$ cat config.mk
export PLATFORM = sky130hd
export DESIGN_NAME = lcd_mode_timing_sequencer_flat
export DESIGN_NICKNAME = d
export VERILOG_FILES = /design/src/rtl/core/lmts_pkg.sv /design/src/rtl/core/lmts_in_if.sv /design/src/rtl/core/lmts_out_if.sv /design/src/rtl/core/lcd_mode_timing_sequencer.sv /design/src/rtl/core/lmts_step.sv /design/src/flat_wrapper.sv
export SDC_FILE = /design/constraint.sdc
export NUM_CORES = 1
export LEC_CHECK = 0
export ABC_CLOCK_PERIOD_IN_PS = 6570
export BUFFER_PORTS_ARGS = -buffer_cell sky130_fd_sc_hd__buf_2
export CAP_MARGIN = 10
export CELL_PAD_IN_SITES_DETAIL_PLACEMENT = 1
export CELL_PAD_IN_SITES_GLOBAL_PLACEMENT = 1
export CORE_ASPECT_RATIO = 1.4
export CORE_MARGIN = 3
export CORE_UTILIZATION = 46
export CTS_CLUSTER_SIZE = 12
export DETAILED_ROUTE_END_ITERATION = 16
export MAX_ROUTING_LAYER = met4
export PLACE_DENSITY = 0.78
export SLEW_MARGIN = 25
export SYNTH_ARGS = -nofsm -noshare
export SYNTH_HDL_FRONTEND = slang
export SYNTH_SLANG_ARGS = --single-unit
$ cat constraint.sdc
create_clock -name clk -period 6.57 [get_ports clk]
set_input_delay 1.314 -clock clk [delete_from_list [all_inputs] [get_ports clk]]
set_output_delay 1.314 -clock clk [all_outputs]
set_load 0.05 [all_outputs]
$ cat src/rtl/core/lmts_pkg.sv
// ----------------------------------------------------------------------------
// lmts_pkg
// Types, codes and timing constants shared by the LCD mode timing sequencer.
// ----------------------------------------------------------------------------
package lmts_pkg;

  // lcd modes
  typedef enum logic [1:0] {
    MODE_HBLANK = 2'd0,
    MODE_VBLANK = 2'd1,
    MODE_OAM    = 2'd2,
    MODE_XFER   = 2'd3
  } mode_t;

  // configuration register indexes
  localparam int CfgAddrWidth = 3;
  localparam int CfgDataWidth = 8;
  typedef enum logic [CfgAddrWidth-1:0] {
    CFG_LCD_ON        = 3'd0,
    CFG_STAT_ENABLES  = 3'd1,
    CFG_LINE_COMPARE  = 3'd2,
    CFG_LAYER_ENABLES = 3'd3,
    CFG_SCROLL_Y      = 3'd4
  } cfg_index_t;

  // stat enable bit positions
  localparam int StatHblankBit = 0;
  localparam int StatVblankBit = 1;
  localparam int StatOamBit    = 2;
  localparam int StatLycBit    = 3;

  // layer enable bit positions
  localparam int LayerBgBit  = 0;
  localparam int LayerWinBit = 1;
  localparam int LayerObjBit = 2;

  // mode durations in machine cycles
  localparam logic [31:0] OamCycles     = 32'd80;
  localparam logic [31:0] XferCycles    = 32'd172;
  localparam logic [31:0] HblankCycles  = 32'd204;
  localparam logic [31:0] LineCycles    = 32'd456;
  localparam logic [31:0] VblankCycles  = 32'd4560;
  localparam logic [31:0] RefreshCycles = 32'd16384;

  localparam int VisibleLinesDefault = 144;

  // configuration registers
  typedef struct packed {
    logic       lcd_on;
    logic [3:0] stat_enables;
    logic [7:0] line_compare;
    logic [2:0] layer_enables;
    logic [7:0] scroll_y;
  } cfg_t;

  // sequencer state
  typedef struct packed {
    mode_t       mode;
    logic [7:0]  line;
    logic [31:0] line_start;
    logic [31:0] vblank_start;
    logic [31:0] refresh_start;
    logic        powering_on;
    logic        coincidence;
  } state_t;

  // one result transaction
  typedef struct packed {
    logic [1:0] lcd_mode;
    logic [7:0] line_count;
    logic       vblank_irq;
    logic       stat_irq;
    logic       coincidence;
    logic       frame_present;
    logic       bg_line_request;
    logic [8:0] bg_line;
    logic       obj_line_request;
    logic       win_line_request;
  } result_t;

endpackage

$ cat src/rtl/core/lmts_in_if.sv
// ----------------------------------------------------------------------------
// lmts_in_if
// Input channel: one cycle-count sample per transaction.
// ----------------------------------------------------------------------------
interface lmts_in_if;
  logic        valid;
  logic        ready;
  logic [31:0] clock_now;

  modport source (output valid, output clock_now, input ready);
  modport sink (input valid, input clock_now, output ready);
endinterface

$ cat src/rtl/core/lmts_out_if.sv
// ----------------------------------------------------------------------------
// lmts_out_if
// Result channel: mode, line, interrupt pulses and draw requests.
// ----------------------------------------------------------------------------
interface lmts_out_if;
  logic       valid;
  logic       ready;
  logic [1:0] lcd_mode;
  logic [7:0] line_count;
  logic       vblank_irq;
  logic       stat_irq;
  logic       coincidence;
  logic       frame_present;
  logic       bg_line_request;
  logic [8:0] bg_line;
  logic       obj_line_request;
  logic       win_line_request;

  modport source (
    output valid, output lcd_mode, output line_count, output vblank_irq,
    output stat_irq, output coincidence, output frame_present,
    output bg_line_request, output bg_line, output obj_line_request,
    output win_line_request, input ready
  );
  modport sink (
    input valid, input lcd_mode, input line_count, input vblank_irq,
    input stat_irq, input coincidence, input frame_present,
    input bg_line_request, input bg_line, input obj_line_request,
    input win_line_request, output ready
  );
endinterface

$ cat src/rtl/core/lcd_mode_timing_sequencer.sv
// ----------------------------------------------------------------------------
// lcd_mode_timing_sequencer
// LCD mode and line sequencer driven by a free-running cycle count.
// ----------------------------------------------------------------------------
// path: an accepted sample is held in the input register, passed through the
//   combinational step logic and registered in the result register
// throughput: one transaction per cycle while results are taken; a full result
//   register that is not taken holds the input register and stalls the input
// reset: synchronous; state goes to oam search at line 0 with power-on set,
//   config to its defaults, both channels empty
module lcd_mode_timing_sequencer #(
  parameter int VISIBLE_LINES = lmts_pkg::VisibleLinesDefault
) (
  input  logic                              clk,
  input  logic                              rst,
  input  logic                              cfg_wen,
  input  logic [lmts_pkg::CfgAddrWidth-1:0] cfg_addr,
  input  logic [lmts_pkg::CfgDataWidth-1:0] cfg_wdata,
  lmts_in_if.sink                           in_ch,
  lmts_out_if.source                        out_ch
);

  lmts_pkg::cfg_t    cfg;
  lmts_pkg::state_t  state;
  lmts_pkg::state_t  state_next;
  lmts_pkg::result_t res_next;
  lmts_pkg::result_t res;
  logic [31:0]       now;
  logic              in_full;
  logic              out_full;
  logic              advance;

  // configuration writes
  always_ff @(posedge clk) begin
    if (rst) begin
      cfg.lcd_on        <= 1'b1;
      cfg.stat_enables  <= 4'd0;
      cfg.line_compare  <= 8'd0;
      cfg.layer_enables <= 3'd1;
      cfg.scroll_y      <= 8'd0;
    end else if (cfg_wen) begin
      case (cfg_addr)
        lmts_pkg::CFG_LCD_ON:        cfg.lcd_on        <= cfg_wdata[0];
        lmts_pkg::CFG_STAT_ENABLES:  cfg.stat_enables  <= cfg_wdata[3:0];
        lmts_pkg::CFG_LINE_COMPARE:  cfg.line_compare  <= cfg_wdata;
        lmts_pkg::CFG_LAYER_ENABLES: cfg.layer_enables <= cfg_wdata[2:0];
        lmts_pkg::CFG_SCROLL_Y:      cfg.scroll_y      <= cfg_wdata;
        default: ;
      endcase
    end
  end

  // handshake control
  assign advance     = in_full && (!out_full || out_ch.ready);
  assign in_ch.ready = !in_full || advance;

  // input register
  always_ff @(posedge clk) begin
    if (rst) begin
      in_full <= 1'b0;
    end else if (in_ch.ready) begin
      in_full <= in_ch.valid;
    end
  end

  always_ff @(posedge clk) begin
    if (in_ch.valid && in_ch.ready) begin
      now <= in_ch.clock_now;
    end
  end

  // step logic
  lmts_step #(
    .VISIBLE_LINES(VISIBLE_LINES)
  ) u_step (
    .now(now),
    .cfg(cfg),
    .cur(state),
    .nxt(state_next),
    .res(res_next)
  );

  // sequencer state
  always_ff @(posedge clk) begin
    if (rst) begin
      state.mode          <= lmts_pkg::MODE_OAM;
      state.line          <= 8'd0;
      state.line_start    <= 32'd0;
      state.vblank_start  <= 32'd0;
      state.refresh_start <= 32'd0;
      state.powering_on   <= 1'b1;
      state.coincidence   <= 1'b0;
    end else if (advance) begin
      state <= state_next;
    end
  end

  // result register
  always_ff @(posedge clk) begin
    if (rst) begin
      out_full <= 1'b0;
    end else if (advance) begin
      out_full <= 1'b1;
    end else if (out_ch.ready) begin
      out_full <= 1'b0;
    end
  end

  always_ff @(posedge clk) begin
    if (advance) begin
      res <= res_next;
    end
  end

  // result channel
  assign out_ch.valid            = out_full;
  assign out_ch.lcd_mode         = res.lcd_mode;
  assign out_ch.line_count       = res.line_count;
  assign out_ch.vblank_irq       = res.vblank_irq;
  assign out_ch.stat_irq         = res.stat_irq;
  assign out_ch.coincidence      = res.coincidence;
  assign out_ch.frame_present    = res.frame_present;
  assign out_ch.bg_line_request  = res.bg_line_request;
  assign out_ch.bg_line          = res.bg_line;
  assign out_ch.obj_line_request = res.obj_line_request;
  assign out_ch.win_line_request = res.win_line_request;

  // checks
  a_stall_only_when_blocked: assert property (@(posedge clk) disable iff (rst)
    !in_ch.ready |-> (in_full && out_full && !out_ch.ready))
    else $error("input stalled while result path is free");

  a_vblank_irq_mode: assert property (@(posedge clk) disable iff (rst)
    (out_full && res.vblank_irq) |-> (res.lcd_mode == lmts_pkg::MODE_VBLANK))
    else $error("vblank interrupt outside vblank");

  a_draw_req_mode: assert property (@(posedge clk) disable iff (rst)
    (out_full && (res.obj_line_request || res.win_line_request))
      |-> (res.lcd_mode == lmts_pkg::MODE_HBLANK))
    else $error("sprite or window request outside hblank");

  a_state_held: assert property (@(posedge clk) disable iff (rst)
    !advance |=> $stable(state))
    else $error("state changed without a transaction");

endmodule

$ cat src/rtl/core/lmts_step.sv
// ----------------------------------------------------------------------------
// lmts_step
// Next-state and result logic for one cycle-count sample.
// ----------------------------------------------------------------------------
module lmts_step #(
  parameter int VISIBLE_LINES = lmts_pkg::VisibleLinesDefault
) (
  input  logic [31:0]      now,
  input  lmts_pkg::cfg_t   cfg,
  input  lmts_pkg::state_t cur,
  output lmts_pkg::state_t nxt,
  output lmts_pkg::result_t res
);

  localparam logic [7:0] LastVisible = 8'(VISIBLE_LINES);

  logic [31:0] since_line;
  logic [31:0] since_vblank;
  logic [31:0] since_refresh;
  logic [7:0]  ly;
  logic        st_irq;
  logic        vb_irq;
  logic        present;
  logic        bg_req;
  logic        obj_req;
  logic        win_req;

  // elapsed cycles since each stamp, modulo 2^32
  assign since_line    = now - cur.line_start;
  assign since_vblank  = now - cur.vblank_start;
  assign since_refresh = now - cur.refresh_start;

  // mode stepping
  always_comb begin
    nxt     = cur;
    ly      = cur.line;
    st_irq  = 1'b0;
    vb_irq  = 1'b0;
    present = 1'b0;
    bg_req  = 1'b0;
    obj_req = 1'b0;
    win_req = 1'b0;
    unique case (cur.mode)
      lmts_pkg::MODE_HBLANK: begin
        if (since_line >= lmts_pkg::HblankCycles) begin
          ly = cur.line + 8'd1;
          if (ly >= LastVisible) begin
            nxt.mode         = lmts_pkg::MODE_VBLANK;
            nxt.vblank_start = now;
            nxt.refresh_start = now;
            st_irq  = cfg.stat_enables[lmts_pkg::StatVblankBit];
            vb_irq  = cfg.lcd_on;
            present = cfg.lcd_on && (since_refresh >= lmts_pkg::RefreshCycles);
          end else begin
            nxt.mode = lmts_pkg::MODE_OAM;
            st_irq   = cfg.stat_enables[lmts_pkg::StatOamBit];
          end
          nxt.line_start = now;
        end
      end
      lmts_pkg::MODE_VBLANK: begin
        if (since_line >= lmts_pkg::LineCycles) begin
          if (!cur.powering_on) ly = cur.line + 8'd1;
          nxt.line_start = now;
        end
        if (since_vblank >= lmts_pkg::VblankCycles) begin
          nxt.mode        = lmts_pkg::MODE_OAM;
          nxt.line_start  = now;
          nxt.powering_on = 1'b0;
          st_irq          = cfg.stat_enables[lmts_pkg::StatOamBit];
          ly              = 8'd0;
        end
      end
      lmts_pkg::MODE_OAM: begin
        if (since_line >= lmts_pkg::OamCycles) begin
          nxt.mode       = lmts_pkg::MODE_XFER;
          nxt.line_start = now;
          bg_req         = cfg.lcd_on && cfg.layer_enables[lmts_pkg::LayerBgBit];
        end
      end
      lmts_pkg::MODE_XFER: begin
        if (since_line >= lmts_pkg::XferCycles) begin
          nxt.mode       = lmts_pkg::MODE_HBLANK;
          nxt.line_start = now;
          st_irq         = cfg.stat_enables[lmts_pkg::StatHblankBit];
          obj_req        = cfg.lcd_on && cfg.layer_enables[lmts_pkg::LayerObjBit];
          win_req        = cfg.lcd_on && cfg.layer_enables[lmts_pkg::LayerWinBit];
        end
      end
      default: ;
    endcase

    // coincidence check on a line change
    if (ly != cur.line) begin
      if (cfg.lcd_on && (ly == cfg.line_compare)) begin
        nxt.coincidence = 1'b1;
        if (cfg.stat_enables[lmts_pkg::StatLycBit]) st_irq = 1'b1;
      end else begin
        nxt.coincidence = 1'b0;
      end
    end
    nxt.line = ly;
  end

  // result fields
  always_comb begin
    res.lcd_mode         = nxt.mode;
    res.line_count       = nxt.line;
    res.vblank_irq       = vb_irq;
    res.stat_irq         = st_irq;
    res.coincidence      = nxt.coincidence;
    res.frame_present    = present;
    res.bg_line_request  = bg_req;
    res.bg_line          = bg_req ? ({1'b0, cfg.scroll_y} + {1'b0, ly}) : 9'd0;
    res.obj_line_request = obj_req;
    res.win_line_request = win_req;
  end

endmodule

$ cat src/flat_wrapper.sv
// flat-port wrapper written by rule: the top's interface ports become plain ports
module lcd_mode_timing_sequencer_flat 
#(
  parameter int VISIBLE_LINES = lmts_pkg::VisibleLinesDefault
)
  (clk, rst, cfg_wen, cfg_addr, cfg_wdata, in_ch_valid, in_ch_clock_now, in_ch_ready, out_ch_valid, out_ch_lcd_mode, out_ch_line_count, out_ch_vblank_irq, out_ch_stat_irq, out_ch_coincidence, out_ch_frame_present, out_ch_bg_line_request, out_ch_bg_line, out_ch_obj_line_request, out_ch_win_line_request, out_ch_ready);
  lmts_in_if in_ch_i ();
  lmts_out_if out_ch_i ();
  input  logic clk;
  input  logic rst;
  input  logic cfg_wen;
  input  logic [lmts_pkg::CfgAddrWidth-1:0] cfg_addr;
  input  logic [lmts_pkg::CfgDataWidth-1:0] cfg_wdata;
  input wire logic [$bits(in_ch_i.valid)-1:0] in_ch_valid;
  input wire logic [$bits(in_ch_i.clock_now)-1:0] in_ch_clock_now;
  output wire logic [$bits(in_ch_i.ready)-1:0] in_ch_ready;
  output wire logic [$bits(out_ch_i.valid)-1:0] out_ch_valid;
  output wire logic [$bits(out_ch_i.lcd_mode)-1:0] out_ch_lcd_mode;
  output wire logic [$bits(out_ch_i.line_count)-1:0] out_ch_line_count;
  output wire logic [$bits(out_ch_i.vblank_irq)-1:0] out_ch_vblank_irq;
  output wire logic [$bits(out_ch_i.stat_irq)-1:0] out_ch_stat_irq;
  output wire logic [$bits(out_ch_i.coincidence)-1:0] out_ch_coincidence;
  output wire logic [$bits(out_ch_i.frame_present)-1:0] out_ch_frame_present;
  output wire logic [$bits(out_ch_i.bg_line_request)-1:0] out_ch_bg_line_request;
  output wire logic [$bits(out_ch_i.bg_line)-1:0] out_ch_bg_line;
  output wire logic [$bits(out_ch_i.obj_line_request)-1:0] out_ch_obj_line_request;
  output wire logic [$bits(out_ch_i.win_line_request)-1:0] out_ch_win_line_request;
  input wire logic [$bits(out_ch_i.ready)-1:0] out_ch_ready;
  assign in_ch_i.valid = in_ch_valid;
  assign in_ch_i.clock_now = in_ch_clock_now;
  assign in_ch_ready = in_ch_i.ready;
  assign out_ch_valid = out_ch_i.valid;
  assign out_ch_lcd_mode = out_ch_i.lcd_mode;
  assign out_ch_line_count = out_ch_i.line_count;
  assign out_ch_vblank_irq = out_ch_i.vblank_irq;
  assign out_ch_stat_irq = out_ch_i.stat_irq;
  assign out_ch_coincidence = out_ch_i.coincidence;
  assign out_ch_frame_present = out_ch_i.frame_present;
  assign out_ch_bg_line_request = out_ch_i.bg_line_request;
  assign out_ch_bg_line = out_ch_i.bg_line;
  assign out_ch_obj_line_request = out_ch_i.obj_line_request;
  assign out_ch_win_line_request = out_ch_i.win_line_request;
  assign out_ch_i.ready = out_ch_ready;
  lcd_mode_timing_sequencer #(.VISIBLE_LINES(VISIBLE_LINES)) u_core (.clk(clk), .rst(rst), .cfg_wen(cfg_wen), .cfg_addr(cfg_addr), .cfg_wdata(cfg_wdata), .in_ch(in_ch_i), .out_ch(out_ch_i));
endmodule
After elaboration in Yosys (flattened, before gate mapping)
Index checks and enable logic that the tools add are counted.
{"block": "totals", "elab_cells": 104, "input_bits": 48, "register_bits": 160, "output_inout_bits": 28}
{"block": "op_classes", "eq_ne": 13, "add_sub_neg": 4, "n_reduce_logical": 24, "mux": 32, "order_cmp": 7}
{"cell": "$mux 32", "n": 4}
{"cell": "$pmux 32 s4", "n": 1}
{"cell": "$mux 96", "n": 1}
{"cell": "$ge 32x8->1 const B", "n": 2}
{"cell": "$mux 64", "n": 1}
{"cell": "$sub 32x32->32", "n": 2}
{"cell": "$ge 32x13->1 const B", "n": 1}
{"cell": "$ge 32x15->1 const B", "n": 1}
{"cell": "$ge 32x7->1 const B", "n": 1}
{"cell": "$ge 32x9->1 const B", "n": 1}
{"cell": "$mux 8", "n": 4}
{"cell": "$pmux 8 s2", "n": 1}
{"cell": "$mux 1", "n": 13}
{"cell": "$reduce_and 2->1", "n": 6}
{"cell": "$mux 2", "n": 5}
{"cell": "$add 8x8->9", "n": 1}
{"cell": "$add 8x1->8 const B", "n": 1}
{"cell": "$eq 8x8->1", "n": 1}
{"cell": "$ge 8x8->1 const B", "n": 1}
{"cell": "$ne 8x8->1", "n": 1}
{"cell": "$pmux 2 s4", "n": 1}
{"cell": "$logic_and 1x1->1", "n": 7}
{"cell": "$eq 3x2->1 const B", "n": 2}
{"cell": "$ne 2x2->1 const B", "n": 3}
{"cell": "14 further kinds", "n": 18}

Depth between registers and ports, before layout
{"block": "logic_depth", "depth_word": 9, "mapped_depth": 25, "mapped_depth_nobuf": 24}

Modules after synthesis
From an unflattened synthesis, not the netlist that was laid out.
{"block": "unflattened", "cells_unflattened": 2004, "hier_area_um2": 16320.7}
{"mod": "lmts_step", "seq_area_each_um2": 0.0, "area_per_inst_um2": 8813.5, "cells_each": 1383, "instances": 1}
{"mod": "lcd_mode_timing_sequencer", "seq_area_each_um2": 4424.2, "area_per_inst_um2": 7507.2, "cells_each": 621, "instances": 1}

Least setup slack after synthesis
OpenSTA, ideal clock, no wires.
{"block": "synth_timing", "path_type": "reg2reg", "startpoint": "register u_core.now[0]", "endpoint": "register u_core.res, in the netlist u_core.out_ch.bg_line[8], data pin", "path_buffers": 1, "stages_incl_launch_ff": 24, "arrival_ns": 4.989, "setup_time_ns": 0.267, "period_less_slack_ns": 5.256, "required_ns": 6.303, "slack_ns": 1.314, "path_cell_list": "edfxtp_1 > inv_1 > ha_1 > fa_1 > and2b_1 > o2111a_1 > o2111ai_1 > a31oi_1 > a21oi_1 > and3b_1 > nor4_1 > a41oi_1 > a22oi_2 > buf_6 > mux2i_2 > ha_1 > fa_1 > a21o_1 > a21o_1 > a21o_1 > a21oi_1 > nor2b_1 > o21ai_0 > a21oi_1"}
{"item": "start, declared", "line_no": "lcd_mode_timing_sequencer.sv:28", "rtl": "logic [31:0] now;"}
{"item": "start signal, assigned", "line_no": "lcd_mode_timing_sequencer.sv:68", "rtl": "now <= in_ch.clock_now;"}
{"item": "end signal, assigned", "line_no": "lcd_mode_timing_sequencer.sv:111", "rtl": "res <= res_next;"}
{"item": "end, declared", "line_no": "lcd_mode_timing_sequencer.sv:27", "rtl": "lmts_pkg::result_t res;"}

==> results.sh <==
export IMPL_rows=68
export IMPL_peakVddDrop_mv=0.1813
export IMPL_ant_nets=0
export IMPL_synthCells=1508
export IMPL_cts_repair_resized=0
export IMPL_fin_crit_sh_pct=91.57
export IMPL_switchingPower_uw=940.1
export IMPL_detail_route_iter0_violations=590
export IMPL_status="finished, final reports clean"
export IMPL_synth_edf_count=58
export IMPL_portBuffers=75
export IMPL_post_route_min_period_ns=6.016
export IMPL_ys_warn_count=0
export IMPL_internal_power_uw=1822
export IMPL_endpoint_kind="flip-flop"
export IMPL_relSlewSlack_pct=29.92
export IMPL_yosysSeqAreaShare_pct=32.26
export IMPL_wl_per_cell_um=22.17
export IMPL_seqPwrFrac_pct=39.9
export IMPL_power_uw=2762
export IMPL_crit_arrival_ns=6.20
export IMPL_clk_pin_slew_ns=0.08
export IMPL_cap_violations=0
export IMPL_switching_share_pct=34.04
export IMPL_cpPeakStageDelay_ns=0.49
export IMPL_cts_setup_buffers=0
export IMPL_yosysTopAreaCellShare_pct=17.41
export IMPL_grt_max_degree=69
export IMPL_pwr_density_cell_mw_per_mm2=213.4
export IMPL_synthToLayoutAreaGrowth_pct=10.36
export IMPL_cts_tree="built"
export IMPL_slowest_stage="a31oi_1"
export IMPL_grt_first_pass_wirelength_um=65230
export IMPL_cp_max_fo=11
export IMPL_crit_type="flip-flop to flip-flop"
export IMPL_n_antenna_cell=0
export IMPL_place_inst=1836
export IMPL_worst_slew_pin_slew_ns=1.051
export IMPL_synth_most_common_cell="nand2_1"
export IMPL_routabilityCongestion=0.9900
export IMPL_start_kind="flip-flop"
export IMPL_routed_wl_um=41410
export IMPL_synth_seq_cells=160
export IMPL_ios=76
export IMPL_die_area_mm2=0.02747
export IMPL_core_area_mm2=0.02484
export IMPL_fillers=3129
export IMPL_num_nets_final=1663
export IMPL_clockBufferDepth=2
export IMPL_num_vias=11516
export IMPL_worstPathCellList="inv_1 > ha_1 > fa_1 > and2b_1 > o2111a_1 > o2111ai_1 > a31oi_1 > a21oi_1 > and3b_1 > nor4_1 > buf_4 > nand4_1 > a22oi_2 > buf_4 > mux2i_2 > ha_1 > fa_1 > a21o_1 > a21o_1 > a21o_1 > a21oi_1 > nor2b_1 > o21ai_0 > a21oi_1"
export IMPL_antenna_found_initial=0
export IMPL_globalRouteOverflowTotal=0
export IMPL_drive_gt1_share_pct=10.11
export IMPL_cts_root_buf="clkbuf_16"
export IMPL_rsz0062_at_grt="no"
export IMPL_netlist_area_mm2=0.01173
export IMPL_clock_skew_final_ns=0.01084
export IMPL_clkLatencyLatePin_ns=0.45
export IMPL_firstDrtPassIters=5
export IMPL_stdcell_count=1868
export IMPL_clock_sinks=160
export IMPL_initial_core_util_pct=47.20
export IMPL_synth_fp_nets=1631
export IMPL_p_comb_share_pct=21.8
export IMPL_synthArstFlopShare_pct=0
export IMPL_htreeDepth=4
export IMPL_finalSetupTns_ns=0
export IMPL_synth_area_per_cell_um2=7.777
export IMPL_synth_common_cells="215 x nand2_1, 168 x nor2_1, 165 x a21oi_1"
export IMPL_drc_errors=0
export IMPL_die_h_um=194.9
export IMPL_fp_dieW_um=140.9
export IMPL_cts_made_buffers=17
export IMPL_drt_vias_per_instance=6.165
export IMPL_ys_flop_type="dfxtp_1"
export IMPL_yosysUniqueCellTypes=90
export IMPL_hold_path_class="flip-flop to flip-flop"
export IMPL_synth_area_leaders="dfxtp_1 17%, edfxtp_1 15%, ha_1 7.7%"
export IMPL_yosysTopAreaCell="dfxtp_1"
export IMPL_max_freq_mhz=166.2
export IMPL_p_clk_share_pct=38.3
export IMPL_holdBufCountCts=0
export IMPL_grt_usage_pct=30.89
export IMPL_maxSlewViolCount=0
export IMPL_grt_pass1_vias=11926
export IMPL_dp_hpwl_um=31890
export IMPL_setup_viol=0
export IMPL_required_ns=6.75
export IMPL_cellLeakagePower_uw=0.005029
export IMPL_hold_viol=0
-- through the flow --
step	hold slack, ns	cell area (um^2)	util [%]	setup WS (ns)
after floorplan	0.4356	11730	-	1.314
after global placement	0.4423	12330	49.62	0.7023
after detailed placement	0.4492	12330	49.62	0.5667
after CTS	0.4588	12940	52.10	0.5713
after global routing	0.4766	12940	52.10	0.1257
final	0.4563	12940	52.10	0.5540
-- kinds of logic (layout without fill, tap and decap cells) --
| family | Yosys count | in the layout | synth area share (%) |
|---|---|---|---|
| AO/OA/AOI/OAI | 439 | 439 | 24.63 |
| XOR/XNOR | 37 | 37 | 2.763 |
| adder cells (fa/ha/maj) | 75 | 75 | 8.194 |
| buffers and inverters | 177 | 222 | 5.974 |
| flip-flops | 160 | 160 | 32.26 |
| multiplexers | 23 | 23 | 2.016 |
| AND/OR/NAND/NOR | 597 | 597 | 24.15 |
-- per-layer routing --
metal  wire length (um)  share of wire, %  global-route usage, %  vias to the layer above
met5                  0                 0                      -                        -
met4               2020               4.9                  14.47                        0
met3               1077               2.6                  3.470                      101
met2              22360                54                  56.80                      249
met1              15950                39                  32.60                     5670
li1                   -                 -                      -                     5496
-- power by group through the flow --
stage	sequential, uW	clock [uW]	combinational [uW]
after CTS	1100	1080	596
after global placement	1120	0	579
after detailed placement	1120	0	591
after floorplan	1130	0	403
final	1100	1060	601
after global routing	1110	1110	659
-- worst max-delay path, delay by kind of cell (launching register included) --
kind                       cells  cell delay, ns
buffers and inverters          3            0.49
AOI/OAI and AO/OA             11            2.32
DFF                            1            0.38
muxes                          1            0.11
adders and majority gates      4            1.31
and+or+nand+nor                5            1.13
-- worst paths after layout --
check,from,to,slack [ns],depth (start not counted)
max,u_core.now[0]$_DFFE_PP_,u_core.out_ch.bg_line[8]$_SDFFCE_PN0P_,0.55,24
min,u_core.state[63]$_SDFFE_PP0P_,u_core.state[63]$_SDFFE_PP0P_,0.46,2
max reg2reg,u_core.now[0]$_DFFE_PP_,u_core.out_ch.bg_line[8]$_SDFFCE_PN0P_,0.55,24
min reg2reg,u_core.state[63]$_SDFFE_PP0P_,u_core.state[63]$_SDFFE_PP0P_,0.46,2
-- flip-flops by register name, summed over array words and instances, names as in the netlist, 2 cells and up --
| name | count |
|---|---|
| u_core.now | 32 |
| u_core.out_ch.lcd_mode | 2 |
| u_core.cfg | 24 |
| u_core.out_ch.line_count | 8 |
| u_core.state | 76 |
| u_core.out_ch.bg_line | 9 |
-- cell usage in the layout, fill, tap and decap left out, types with 23 or more instances in the layout --
| cell type | synthesis | layout |
|---|---|---|
| buf_2 | 11 | 74 |
| a21o_1 | 26 | 26 |
| ha_1 | 72 | 72 |
| edfxtp_1 | 58 | 58 |
| and3_1 | 23 | 23 |
| nor2_1 | 168 | 168 |
| o21ai_0 | 49 | 49 |
| nand3_1 | 30 | 30 |
| dfxtp_1 | 102 | 102 |
| nand4_1 | 26 | 26 |
| inv_1 | 95 | 95 |
| nor3_1 | 30 | 30 |
| nand2_1 | 215 | 215 |
| a21oi_1 | 165 | 165 |
-- final cells by class --
cell class	instances	area, um^2	area share, %
Clock buffer	17	425.4	3.287
Clock inverter	15	190.2	1.469
Inverter	96	360.3	2.784
Multi-Input combinational cell	1171	7256	56.06
Sequential cell	160	3784	29.23
Tap cell	315	394.1	3.045
Timing Repair Buffer	94	533.0	4.118
No activity file was read; power rests on OpenSTA's default activity.
